**src/design/vrp_pkg.sv**
```systemverilog
// Shared types, constants and register map of the vertex rotate and project unit.
// Used by every design module except vrp_checker; depends on nothing.
package vrp_pkg;

   localparam int COORD_WIDTH_DEF = 24;
   localparam int ROT_GUARD = 8;
   localparam int SCALE_GROW = 18;
   localparam int ROT_FRAC = 14;
   localparam int QUOT_BITS = 18;
   localparam int MID_DEPTH = 4;
   localparam int OUT_DEPTH = 2;
   localparam int CSR_ADDR_W = 6;
   localparam int CSR_DATA_W = 64;
   localparam int RESULT_W = 49;

   typedef enum logic [2:0] {
      REG_ROT_A         = 3'd0,
      REG_ROT_B         = 3'd1,
      REG_ROT_C         = 3'd2,
      REG_SCALE_XY      = 3'd3,
      REG_SCALE_Z       = 3'd4,
      REG_WORLD_OFFSET  = 3'd5,
      REG_SCREEN_CENTER = 3'd6,
      REG_NEAR_PLANE    = 3'd7
   } reg_index_type;

   typedef struct packed {
      logic [31:0] rot_a;
      logic [31:0] rot_b;
      logic [31:0] rot_c;
      logic [31:0] scale_xy;
      logic [15:0] scale_z;
      logic [59:0] world_offset;
      logic [31:0] screen_center;
      logic [19:0] near_plane;
   } cfg_type;

   localparam cfg_type CFG_RESET = '{
      rot_a:         32'h4000_0000,
      rot_b:         32'h4000_0000,
      rot_c:         32'h4000_0000,
      scale_xy:      32'h1F40_1F40,
      scale_z:       16'h0500,
      world_offset:  60'h0_0000_0000_0FBA00,
      screen_center: 32'h03C0_021C,
      near_plane:    20'hF9C00
   };

   localparam logic [15:0] SAT_POS = 16'h7FFF;
   localparam logic [15:0] SAT_NEG = 16'h8000;
   localparam logic [15:0] RAD_MAX = 16'hFFFF;

   typedef struct packed {
      logic empty;
      logic full;
   } fifo_status_type;

endpackage

```
**src/design/vrp_fifo.sv**
```systemverilog
// Small first-in first-out queue built from registers, with show-ahead read.
// Depends on vrp_pkg for the status structure.
module vrp_fifo #(
   parameter int WIDTH = vrp_pkg::RESULT_W,
   parameter int DEPTH = vrp_pkg::OUT_DEPTH
) (
   input  logic                      clock,
   input  logic                      reset,
   input  logic                      push,
   input  logic [WIDTH-1:0]          wdata,
   input  logic                      pop,
   output logic [WIDTH-1:0]          rdata,
   output vrp_pkg::fifo_status_type  status
);

   localparam int PTR_W = (DEPTH > 1) ? $clog2(DEPTH) : 1;
   localparam int CNT_W = $clog2(DEPTH + 1);

   logic [WIDTH-1:0] mem_ff [DEPTH];
   logic [PTR_W-1:0] wr_ptr_ff, wr_ptr_in;
   logic [PTR_W-1:0] rd_ptr_ff, rd_ptr_in;
   logic [CNT_W-1:0] count_ff, count_in;
   logic             do_push, do_pop;

   assign do_push = push && !status.full;
   assign do_pop  = pop && !status.empty;
   assign status.empty = (count_ff == '0);
   assign status.full  = (count_ff == CNT_W'(DEPTH));
   assign rdata = mem_ff[rd_ptr_ff];

   always_comb begin
      wr_ptr_in = wr_ptr_ff;
      rd_ptr_in = rd_ptr_ff;
      count_in  = count_ff;
      if (do_push) begin
         wr_ptr_in = (wr_ptr_ff == PTR_W'(DEPTH - 1)) ? '0 : wr_ptr_ff + PTR_W'(1);
      end
      if (do_pop) begin
         rd_ptr_in = (rd_ptr_ff == PTR_W'(DEPTH - 1)) ? '0 : rd_ptr_ff + PTR_W'(1);
      end
      if (do_push && !do_pop) begin
         count_in = count_ff + CNT_W'(1);
      end else if (do_pop && !do_push) begin
         count_in = count_ff - CNT_W'(1);
      end
   end

   always_ff @(posedge clock) begin
      if (reset) begin
         wr_ptr_ff <= '0;
         rd_ptr_ff <= '0;
         count_ff  <= '0;
      end else begin
         wr_ptr_ff <= wr_ptr_in;
         rd_ptr_ff <= rd_ptr_in;
         count_ff  <= count_in;
      end
   end

   always_ff @(posedge clock) begin
      if (do_push) begin
         mem_ff[wr_ptr_ff] <= wdata;
      end
   end

endmodule

```
**config.mk**
```make
export PLATFORM = sky130hd
export DESIGN_NAME = vrp_fifo
export DESIGN_NICKNAME = d
export VERILOG_FILES = /design/src/design/vrp_pkg.sv /design/src/design/vrp_fifo.sv
export SDC_FILE = /design/constraint.sdc
export NUM_CORES = 1
export LEC_CHECK = 0
export ABC_AREA = 1
export BUFFER_PORTS_ARGS = -buffer_cell sky130_fd_sc_hd__buf_2
export CORE_UTILIZATION = 36
export CTS_CLUSTER_SIZE = 28
export DETAILED_ROUTE_END_ITERATION = 8
export GPL_TIMING_DRIVEN = 0
export PLACE_DENSITY = 0.59
export REMOVE_ABC_BUFFERS = 1
export SLEW_MARGIN = 10
export SYNTH_ARGS = -nofsm -noshare
export SYNTH_HDL_FRONTEND = slang
export SYNTH_SLANG_ARGS = --single-unit
```
**constraint.sdc**
```tcl
create_clock -name clock -period 3.4 [get_ports clock]
set_clock_uncertainty 0.1 [all_clocks]
set_input_delay 0.34 -clock clock [delete_from_list [all_inputs] [get_ports clock]]
set_output_delay 0.34 -clock clock [all_outputs]
set_load 0.01 [all_outputs]
```
==> results by group, run 1 <==
Global route
  • Vias in the first global route: roughly 2.1k
  • Grt ovf: 0
  • Antenna violations before repair: 0
  • Largest net degree at the start of global routing: 50
  • First-pass GRT wire length: around 10000 µm
  • GRT Util Overall: about 12%

Worst setup path
  • CP max stage cell: dfxtp_4
  • Worst r2r src: count_ff[0]
  • CP cell instances: mux2_2 > buf_2
  • Crit-path max FO: a little under 50
  • Worst EP required: a little under 3 ns
  • Data arrival, critical path: around 1.8 ns
  • Worst Setup End Kind: output pin
  • Critical path startpoint category: register
  • Critical path buffers and inverters: 1
  • Kind of cell adding the most delay to the critical path: flip-flops
  • Critical path class: reg -> out
  • Slowest stage delay, CP: 0.83 ns

Logic synthesis
  • Number of synthesized flops with an enable pin: ~100
  • Ys flop type: edfxtp_1
  • Syn avg cell area: roughly 20 µm²
  • YS warnings: 0
  • Area of the mapped netlist: 3830 µm²
  • Seq/Total Area, Yosys: around four fifths
  • Asr flop ratio synth: 0%
  • Synthesis-stage register bit count: 103
  • Synth top area cells: edfxtp_1 (77%), mux2_2 (11%), mux2_4 (3.9%)
  • Post-synth top area cell: edfxtp_1
  • Synth cell types: 17
  • Post-synth top area share: 76.9%
  • Cells after Synth: approximately 190

Floorplanning
  • DIE AREA: ~11000 µm²
  • Core area: around 10000 µm²
  • Num rows: 37
  • Die Width: ~110 µm
  • Starting density of the core: between 30% and 40%
  • Ports: about 100
  • Die Ht: between 100 and 150 µm

Clock network
  • TritonCTS clock tree: built
  • Clock Path Buffers: 2
  • Postcts setup bufs: 0
  • Clk root buf: clkbuf_8
  • CTS buffer count: 9
  • Post-CTS sizing: 0
  • Clk slew on worst S/H paths: 0.10 ns
  • CTS Hold Buffers Added: 0
  • Sink Count: around 100
  • H-tree Lvls: 3
  • Worst-Skew Late Latency: approximately 0.34 ns

Power and ir drop
  • Total chip power: 3.16 mW
  • Pwr Density: 665 nW/µm²
  • Pleak: ~1.8 nW
  • Max VDD drop: about 0.26 mV

Detailed routing
  • Vias/cell: roughly 4.5
  • Wire length per cell: between 10 and 15 µm
  • First-pass DRT Iterations: 4
  • Via count: just under 2k
  • DRT iter0 DRCs: 40
  • Final wirelength: between 6000 and 7000 µm
  • Post-route DRC violation count: 0
  • Antenna viol nets, final: 0

Place
  • Pre-CTS setup slack: approximately 1.5 ns
  • Port Buffer Count: 103
  • Inst Count DP: around 430
  • Post-DP HPWL: 4180 µm
  • Global placement routability congestion: 0.694

Layout
  • FILL cells: about 930
  • Antenna cells: 0
  • Fin cells: between 400 and 500
  • Commonest non-fill, non-tap cell in the layout: buf_2
  • Area grow syn2layout: 24.4%
  • Share of cells above drive strength 1: 56.4%
  • Final core utilization: 46.1%
  • Most frequent cells in the layout: buf_2 (103), edfxtp_1 (98), mux2_2 (39)
  • # nets final: approximately 360

Run
  • Max-cap check violation count: 0

Timing
  • Final hold slack: ~0.071 ns
  • Final cycle utilization of the critical path: roughly two thirds
  • Slew Limit Fails: 0
  • Count of final setup violators: 0
  • Worst-Margin Slew: 0.740 ns
  • Hold Fails Final Rpt: 0
  • Tmin final: approximately 2.2 ns
  • RSZ-0062 raised after global routing: no
  • Maximum clock rate: ~450 MHz
  • Worst rel slew slack: approximately half
  • Worst-case setup margin in the final layout: around 1.2 ns

Worst hold path
  • Hold path start: wdata[39]
  • HP Class: in -> reg

Status
  • Status: complete, no violations
-- worst paths after layout --
path,end,slack (ns),depth (start not counted)
min,mem_ff[1][39],0.07,1
min reg2reg,wr_ptr_ff,0.45,2
max,rdata[36],1.20,2
max reg2reg,mem_ff[0][9],1.66,3
-- power by group --
group,switching (mW),total [mW],internal [mW]
clock,0.395,0.661,0.266
combinational,0.371,0.782,0.411
sequential,0.118,1.72,1.60
total,0.884,3.16,2.28
-- cell families after synthesis --
family,share of synthesized area (%)
fa+ha+maj,0.327
mux,15.4
flops,79.5
compound gates,0.883
buf+inv,2.16
simple gates,1.73
-- per-layer routing --
metal | global-route usage [%] | vias to the layer above | routed length, µm
met1 | 13.3 | 972 | 2580
met3 | 3.87 | 6 | 334
met4 | 4.23 | 0 | 72
met5 | 0 | - | 0
li1 | - | 946 | -
met2 | 21.7 | 61 | 3350
-- layout make-up --
class	count	area, µm²	area share (%)
repair buffers	107	626	13.1
clock buffers	11	131	2.76
multi-input cells	72	717	15.1
inverters	9	33.8	0.710
well taps	136	170	3.58
clock inverters	5	35.0	0.736
flip-flops and latches	103	3050	64.0
-- state kept, by name, summed over array words and instances, names as in the netlist, named ones only --
name	flops
rd_ptr_ff	1
count_ff	2
wr_ptr_ff	1
mem_ff	98
-- worst reg2reg max path, cell delays in order, from the launching register on --
cell and delay (ns):
dfxtp_1 0.45, o21ai_2 0.16, nor2_4 0.50, buf_16 0.24
-- stage by stage --
stage | setup TNS (ns) | instance area, µm²
floorplan | 0 | 3780
global placement | -117.80 | 4460
detailed placement | 0 | 4590
CTS | 0 | 4760
global route | 0 | 4760
finish | 0 | 4760
-- synthesized netlist by cell type (3+ instances only) --
master,instances
dfxtp_1,5
mux2_2,39
mux2_4,10
nor2_1,9
o21ai_0,4
buf_4,3
inv_1,9
edfxtp_1,98
nand2_1,4
Power figures use the tool's default switching activity.
==> inputs of run 2 (changes only) <==
--- a/config.mk
+++ b/config.mk
@@ -5,7 +5,7 @@
 export SDC_FILE = /design/constraint.sdc
 export NUM_CORES = 1
 export LEC_CHECK = 0
-export ABC_AREA = 1
+export ABC_AREA = 0
 export BUFFER_PORTS_ARGS = -buffer_cell sky130_fd_sc_hd__buf_2
 export CORE_UTILIZATION = 36
 export CTS_CLUSTER_SIZE = 28
==> constraint.sdc (replaced) <==
create_clock -name clock -period 2 [get_ports clock]
set_clock_uncertainty 0.1 [all_clocks]
set_input_delay 0.2 -clock clock [delete_from_list [all_inputs] [get_ports clock]]
set_output_delay 0.2 -clock clock [all_outputs]
set_load 0.01 [all_outputs]
==> results by group, run 2 <==
Floorplanning
  • Ports: 104 (unchanged)
  • Die Ht: 104 µm (-1.0%)
  • DIE AREA: 10800 µm² (-2.1%)
  • Core area: 9910 µm² (-4.0%)
  • Die Width: 104 µm (-1.0%)
  • Num rows: 36 (-2.7%)
  • Starting density of the core: 37.8% (+0.73 points)

Timing
  • Maximum clock rate: about 530 MHz
  • Tmin final: between 1.5 and 2 ns
  • Worst-Margin Slew: 0.679 ns (-0.0604 ns)
  • Worst rel slew slack: 54.7% (+4.0 points)
  • Final cycle utilization of the critical path: a little over nine tenths
  • Hold Fails Final Rpt: 0 (unchanged)
  • Slew Limit Fails: 0 (unchanged)
  • RSZ-0062 raised after global routing: no
  • Count of final setup violators: 0 (unchanged)

Layout
  • Fin cells: 477 (+7.7%)
  • Multi-input logic area: 664 µm² (-7.3%)
  • # nets final: 393 (+10%)
  • Share of cells above drive strength 1: 50.0% (-6.4 points)
  • Biggest register: mem_ff
  • Register area: 3050 µm² (unchanged)
  • Max reg flops: 98 (unchanged)
  • Commonest non-fill, non-tap cell in the layout: buf_2
  • Largest regs: mem_ff x98, count_ff x2
  • Area grow syn2layout: 37.3%
  • Antenna cells: 0 (unchanged)
  • Final Cell Area: 5140 µm² (+8.1%)
  • FILL cells: 850 (-9.0%)
  • Most frequent cells in the layout: buf_2 (103), edfxtp_1 (98), dlygate4sd3_1 (50)

Detailed routing
  • Post-route DRC violation count: 0 (unchanged)
  • Antenna viol nets, final: 0 (unchanged)
  • Vias/cell: 4.45 (-0.76%)
  • Wire length per cell: 13.8 µm (-3.4%)
  • Final wirelength: 6590 µm (+4.0%)
  • First-pass DRT Iterations: 4 (unchanged)
  • Via count: 2121 (+6.9%)
  • DRT iter0 DRCs: 86 (+110%)

Status
  • Status: complete, no violations

Clock network
  • TritonCTS clock tree: built
  • Clock Path Buffers: 2 (unchanged)
  • Clk root buf: clkbuf_8
  • Worst-Skew Late Latency: 0.36 ns (+0.02 ns)
  • CTS buffer count: 9 (unchanged)
  • Clk slew on worst S/H paths: 0.09 ns (about the same)
  • H-tree Lvls: 3 (unchanged)
  • Sink Count: 103 (unchanged)

Logic synthesis
  • Count leader, synth: edfxtp_1
  • Syn avg cell area: 21.2 µm² (+4.5%)
  • Area of the mapped netlist: 3750 µm² (-2.1%)
  • Number of synthesized flops with an enable pin: 98 (unchanged)
  • Synth cell types: 15 (-2)
  • Synthesis-stage register bit count: 103 (unchanged)
  • Post-synth top area cell: edfxtp_1
  • Post-synth top area share: 78.6% (+1.7 points)
  • Post-synth top cells: edfxtp_1 (98), mux2_2 (49), dfxtp_1 (5), nor2_1 (5)
  • Seq/Total Area, Yosys: 81.2% (+1.7 points)
  • Ys flop type: edfxtp_1
  • Cells after Synth: 177 (-6.3%)
  • YS warnings: 0 (unchanged)
  • Asr flop ratio synth: 0% (unchanged)
  • Synth top area cells: edfxtp_1 (79%), mux2_2 (15%), dfxtp_1 (2.7%)

Global route
  • Antenna violations before repair: 0 (unchanged)
  • First-pass GRT wire length: 10600 µm (+5.0%)
  • Grt ovf: 0 (unchanged)
  • GRT Util Overall: 13.1% (+1.0 points)
  • Vias in the first global route: 2253 (+8.9%)
  • Largest net degree at the start of global routing: 50 (unchanged)

Run
  • Max-cap check violation count: 0 (unchanged)

Power and ir drop
  • Net Sw Power: 1.56 mW (+77%)
  • Pleak: 1.92 nW (+7.8%)
  • Sequential cell fraction of total power: 50.2% (-4.2 points)
  • Internal power: 4.07 mW (+79%)
  • Pwr Density: 1100 nW/µm² (+65%)
  • Switching Fraction: 27.7% (-0.20 points)
  • Max VDD drop: 0.508 mV (+92%)
  • Clock power frac: 22.5% (+1.6 points)
  • Logic pwr share: 27.4% (+2.7 points)

Place
  • Post-DP Area: 4440 µm² (-3.4%)
  • Port Buffer Count: 103 (unchanged)
  • Inst Count DP: 410 (-4.0%)
  • Post-DP HPWL: 3890 µm (-7.1%)
  • Global placement routability congestion: 0.638 (-8.0%)

Worst setup path
  • Critical path startpoint category: register
  • Critical path class: reg -> out
  • Crit-path max FO: 29 (-41%)
  • Data arrival, critical path: 1.58 ns (-0.18 ns)
  • Worst EP required: 1.70 ns (-1.26 ns)
  • Worst Setup End Kind: output pin

Worst hold path
  • HP Class: in -> reg
==> run 2: kinds of logic after synthesis <==
group / Yosys count / synth area share, %
XOR/XNOR: 3 / 0.702
AO/OA/AOI/OAI: 5 / 0.668
buffers and inverters: 7 / 1.10
AND/OR/NAND/NOR: 9 / 1.24
flip-flops: 103 / 81.2
multiplexers: 49 / 14.7
adder cells (fa/ha/maj): 1 / 0.334
==> run 2: power groups by stage <==
stage                     clock network [mW]  logic, mW  registers (mW)
after CTS                               1.32       1.58            2.83
after floorplan                            0      0.827            2.92
after global routing                    1.39       1.68            2.87
after global placement                     0       1.32            2.99
final                                   1.27       1.54            2.83
after detailed placement                   0       1.45            2.91
==> run 2: final cells by class <==
type	count	area share [%]
Inverter	2	0.170
Timing Repair Buffer	156	20.7
Multi-Input combinational cell	67	12.9
Clock buffer	11	2.55
Sequential cell	103	59.2
Clock inverter	5	1.14
Tap cell	133	3.24
==> run 2: timing repair <==
| action | CTS | global route |
|---|---|---|
| resized for setup | 1 | 1 |
| hold buffers | 50 | 0 |
| endpoints found under the hold margin | 103 | 0 |
| buffers inserted | 1 | 0 |
| endpoints found under the setup margin | 29 | 33 |
| pin swaps | 0 | 0 |
==> run 2: critical path, stage by stage (launching register included) <==
cell and delay (ns):
dfxtp_4 0.47, buf_12 0.23, mux2_2 0.36, buf_2 0.14
==> run 2: worst paths after layout <==
check / startpoint / to / slack [ns] / depth (start not counted)
worst min register to register: wr_ptr_ff / wr_ptr_ff / 0.40 / 2
worst max register to register: count_ff[0] / mem_ff[0][38] / 0.16 / 4
worst min-delay path: push / wr_ptr_ff / 0.13 / 4
worst max-delay path: register / rdata[11] / 0.12 / 3
==> run 2: per-stage QoR <==
step                power, mW  setup WS [ns]  util (%)  setup TNS [ns]  hold slack (ns)
CTS                      5.73         0.0459      51.9               0            0.101
global route             5.94         0.0260      51.9               0            0.174
detailed placement       4.35         0.0736      44.8               0            0.291
floorplan                3.74         -0.320         -          -34.27            0.169
global placement         4.31          -1.12      44.3         -142.81            0.288
finish                   5.63          0.121      51.9               0            0.131
==> run 2: per-layer routing <==
layer	up-vias	global-route usage [%]	part of all wire, %
met2	63	22.8	52
met3	9	4.20	5.2
li1	1009	-	-
met4	0	6.12	1.4
met1	1040	14.5	41
met5	-	0	0
==> inputs of run 3 (changes only) <==
--- a/config.mk
+++ b/config.mk
@@ -7,11 +7,11 @@
 export LEC_CHECK = 0
 export ABC_AREA = 0
 export BUFFER_PORTS_ARGS = -buffer_cell sky130_fd_sc_hd__buf_2
-export CORE_UTILIZATION = 36
+export CORE_UTILIZATION = 46
 export CTS_CLUSTER_SIZE = 28
 export DETAILED_ROUTE_END_ITERATION = 8
 export GPL_TIMING_DRIVEN = 0
-export PLACE_DENSITY = 0.59
+export PLACE_DENSITY = 0.72
 export REMOVE_ABC_BUFFERS = 1
 export SLEW_MARGIN = 10
 export SYNTH_ARGS = -nofsm -noshare
==> constraint.sdc (replaced) <==
create_clock -name clock -period 1.65 [get_ports clock]
set_clock_uncertainty 0.1 [all_clocks]
set_input_delay 0.165 -clock clock [delete_from_list [all_inputs] [get_ports clock]]
set_output_delay 0.165 -clock clock [all_outputs]
set_load 0.01 [all_outputs]
==> results by group, run 3 (same netlist as run 2, synthesis figures left out) <==
Floorplanning
  • DIE AREA: 8510 µm² (-21%)
  • Starting density of the core: 48.0% (+10 points)
  • Die Ht: 92.2 µm (-11%)
  • Num rows: 32 (-11%)
  • Ports: 104 (unchanged)
  • Die Width: 92.2 µm (-11%)
  • Core area: 7810 µm² (-21%)

Place
  • Port Buffer Count: 103 (unchanged)
  • Global placement routability congestion: 0.655 (+2.6%)
  • Post-DP Area: 4420 µm² (-0.45%)
  • Inst Count DP: 380 (-7.3%)
  • Post-DP HPWL: 4130 µm (+6.2%)

Run
  • Max-cap check violation count: 0 (unchanged)

Global route
  • Grt ovf: 0 (unchanged)
  • First-pass GRT wire length: 10700 µm (+0.71%)
  • Vias in the first global route: 2250 (-0.13%)
  • Antenna violations before repair: 0 (unchanged)
  • Largest net degree at the start of global routing: 32 (-36%)
  • GRT Util Overall: 17.2% (+4.1 points)

Clock network
  • Clk slew on worst S/H paths: 0.09 ns (about the same)
  • Sink Count: 103 (unchanged)
  • Worst-Skew Late Latency: 0.35 ns (about the same)
  • CTS buffer count: 9 (unchanged)
  • TritonCTS clock tree: built
  • Clk root buf: clkbuf_8
  • Clock Path Buffers: 2 (unchanged)
  • H-tree Lvls: 3 (unchanged)

Worst setup path
  • Worst EP required: 1.38 ns (-0.32 ns)
  • Data arrival, critical path: 1.44 ns (-0.14 ns)
  • Worst Setup End Kind: output pin
  • Levels on crit path: 3 (unchanged)
  • Critical path startpoint category: register
  • Kind of cell adding the most delay to the critical path: flip-flops
  • CP max stage cell: dfxtp_4
  • Worst r2r src: count_ff[1]
  • Crit-path max FO: 14 (-52%)
  • Critical path buffers and inverters: 2 (unchanged)
  • Slowest stage delay, CP: 0.41 ns (-0.06 ns)
  • R2R Setup Slk: 0.07 ns (-0.09 ns)
  • Reg2reg path depth: 5 (+1)
  • Reg2reg end: count_ff[1]
  • Critical path class: reg -> out
  • CP cell instances: clkbuf_16 > mux2_2 > buf_6

Power and ir drop
  • Logic pwr share: 31.7% (+4.3 points)
  • Pwr Density: 1350 nW/µm² (+23%)
  • Sequential cell fraction of total power: 47.5% (-2.7 points)
  • Switching Fraction: 27.6% (-0.16 points)
  • Max VDD drop: 0.745 mV (+47%)
  • Pleak: 2.04 nW (+5.8%)
  • Net Sw Power: 1.99 mW (+27%)
  • Total chip power: 7.21 mW (+28%)
  • Internal power: 5.22 mW (+28%)
  • Clock power frac: 20.8% (-1.7 points)

Worst hold path
  • Hold path start: push
  • HP Class: in -> reg
  • Endpoint of the worst hold path: wr_ptr_ff
  • Hold-critical path depth: 4 (unchanged)

Timing
  • Final TNS setup: -1.37 ns (-1.37 ns)
  • Worst-Margin Slew: 0.354 ns (-0.325 ns)
  • Worst-case setup margin in the final layout: -0.0560 ns (-0.177 ns)
  • Hold Fails Final Rpt: 0 (unchanged)
  • Final cycle utilization of the critical path: 103%
  • Count of final setup violators: 45 (+45)
  • Slew Limit Fails: 0 (unchanged)
  • RSZ-0062 raised after global routing: yes
  • Maximum clock rate: between 500 and 600 MHz
  • Worst rel slew slack: 76.4% (+22 points)
  • Tmin final: 1.71 ns

Layout
  • Share of cells above drive strength 1: 52.1% (+2.1 points)
  • Biggest register: mem_ff
  • Final Cell Area: 5340 µm² (+3.8%)
  • Area grow syn2layout: 42.5%
  • Fin cells: 453 (-5.0%)
  • Antenna cells: 0 (unchanged)
  • # nets final: 401 (+2.0%)
  • Final core utilization: 68.4% (+16 points)
  • Largest regs: mem_ff x98, count_ff x2
  • Most frequent cells in the layout: edfxtp_1 (98), buf_2 (88), dlygate4sd3_1 (50)
  • FILL cells: 559 (-34%)
  • Max reg flops: 98 (unchanged)
  • Commonest non-fill, non-tap cell in the layout: edfxtp_1

Status
  • Status: finished with violations
  • Violated checks: negative setup slack

Detailed routing
  • First-pass DRT Iterations: 4 (unchanged)
  • Vias/cell: 4.79 (+7.8%)
  • Antenna viol nets, final: 0 (unchanged)
  • DRT iter0 DRCs: 48 (-44%)
  • Via count: 2172 (+2.4%)
  • Final wirelength: 7200 µm (+9.2%)
  • Wire length per cell: 15.9 µm (+15%)
  • Post-route DRC violation count: 0 (unchanged)
-- run 3: cell type report --
class                           instances  area [µm²]  area share [%]
Sequential cell                       103        3050            57.1
Timing Repair Buffer                  163        1250            23.4
Multi-Input combinational cell         68         713            13.4
Tap cell                              102         128            2.39
Clock buffer                            9         124            2.32
Clock inverter                          6        61.3            1.15
Inverter                                2        12.5           0.234
-- run 3: metal layers --
layer	up-vias	track usage, %	routed length, µm
met3	9	4.56	324
met1	1062	19.3	3010
met5	-	0	0
li1	1031	-	-
met4	0	6.64	96
met2	70	31.1	3770
-- run 3: power groups by stage --
stage	clock (mW)	sequential (mW)	combinational (mW)
2_1_floorplan	0	3.53	1.00
3_3_place_gp	0	3.62	1.57
3_5_place_dp	0	3.53	1.75
4_1_cts	1.53	3.41	2.04
5_1_grt	1.65	3.45	2.45
6_report	1.50	3.42	2.29
-- run 3: how the worst max path moves through the flow --
stage,start,to,slack [ns]
after floorplan,count_ff[1],mem_ff[1][0],-0.67
after global placement,count_ff[1],mem_ff[1][30],-1.34
after detailed placement,count_ff[0],mem_ff[0][20],-0.30
after CTS,register,rdata[14],-0.08
after global routing,register,rdata[10],-0.11
final,register,rdata[15],-0.06
-- run 3: what timing repair did --
item / in CTS / in global routing
pin swaps: 1 / 1
endpoints found under the setup margin: 148 / 48
gates cloned: 1 / 1
buffers inserted: 6 / 0
hold buffers: 50 / 0
gates resized for setup: 9 / 27
hold endpoints to repair: 103 / 0
-- run 3: per-stage QoR --
step / worst slack [ns] / hold WS (ns)
finish: -0.0560 / 0.112
global route: -0.110 / 0.123
CTS: -0.0765 / 0.100
detailed placement: -0.301 / 0.256
global placement: -1.34 / 0.252
floorplan: -0.670 / 0.134
-- run 3: worst register-to-register path, delay by kind of cell (launching register included) --
| family | cells | cell delay (ns) |
|---|---|---|
| AOI/OAI and AO/OA | 1 | 0.13 |
| adders and majority gates | 1 | 0.30 |
| and+or+nand+nor | 3 | 0.65 |
| DFF | 1 | 0.35 |
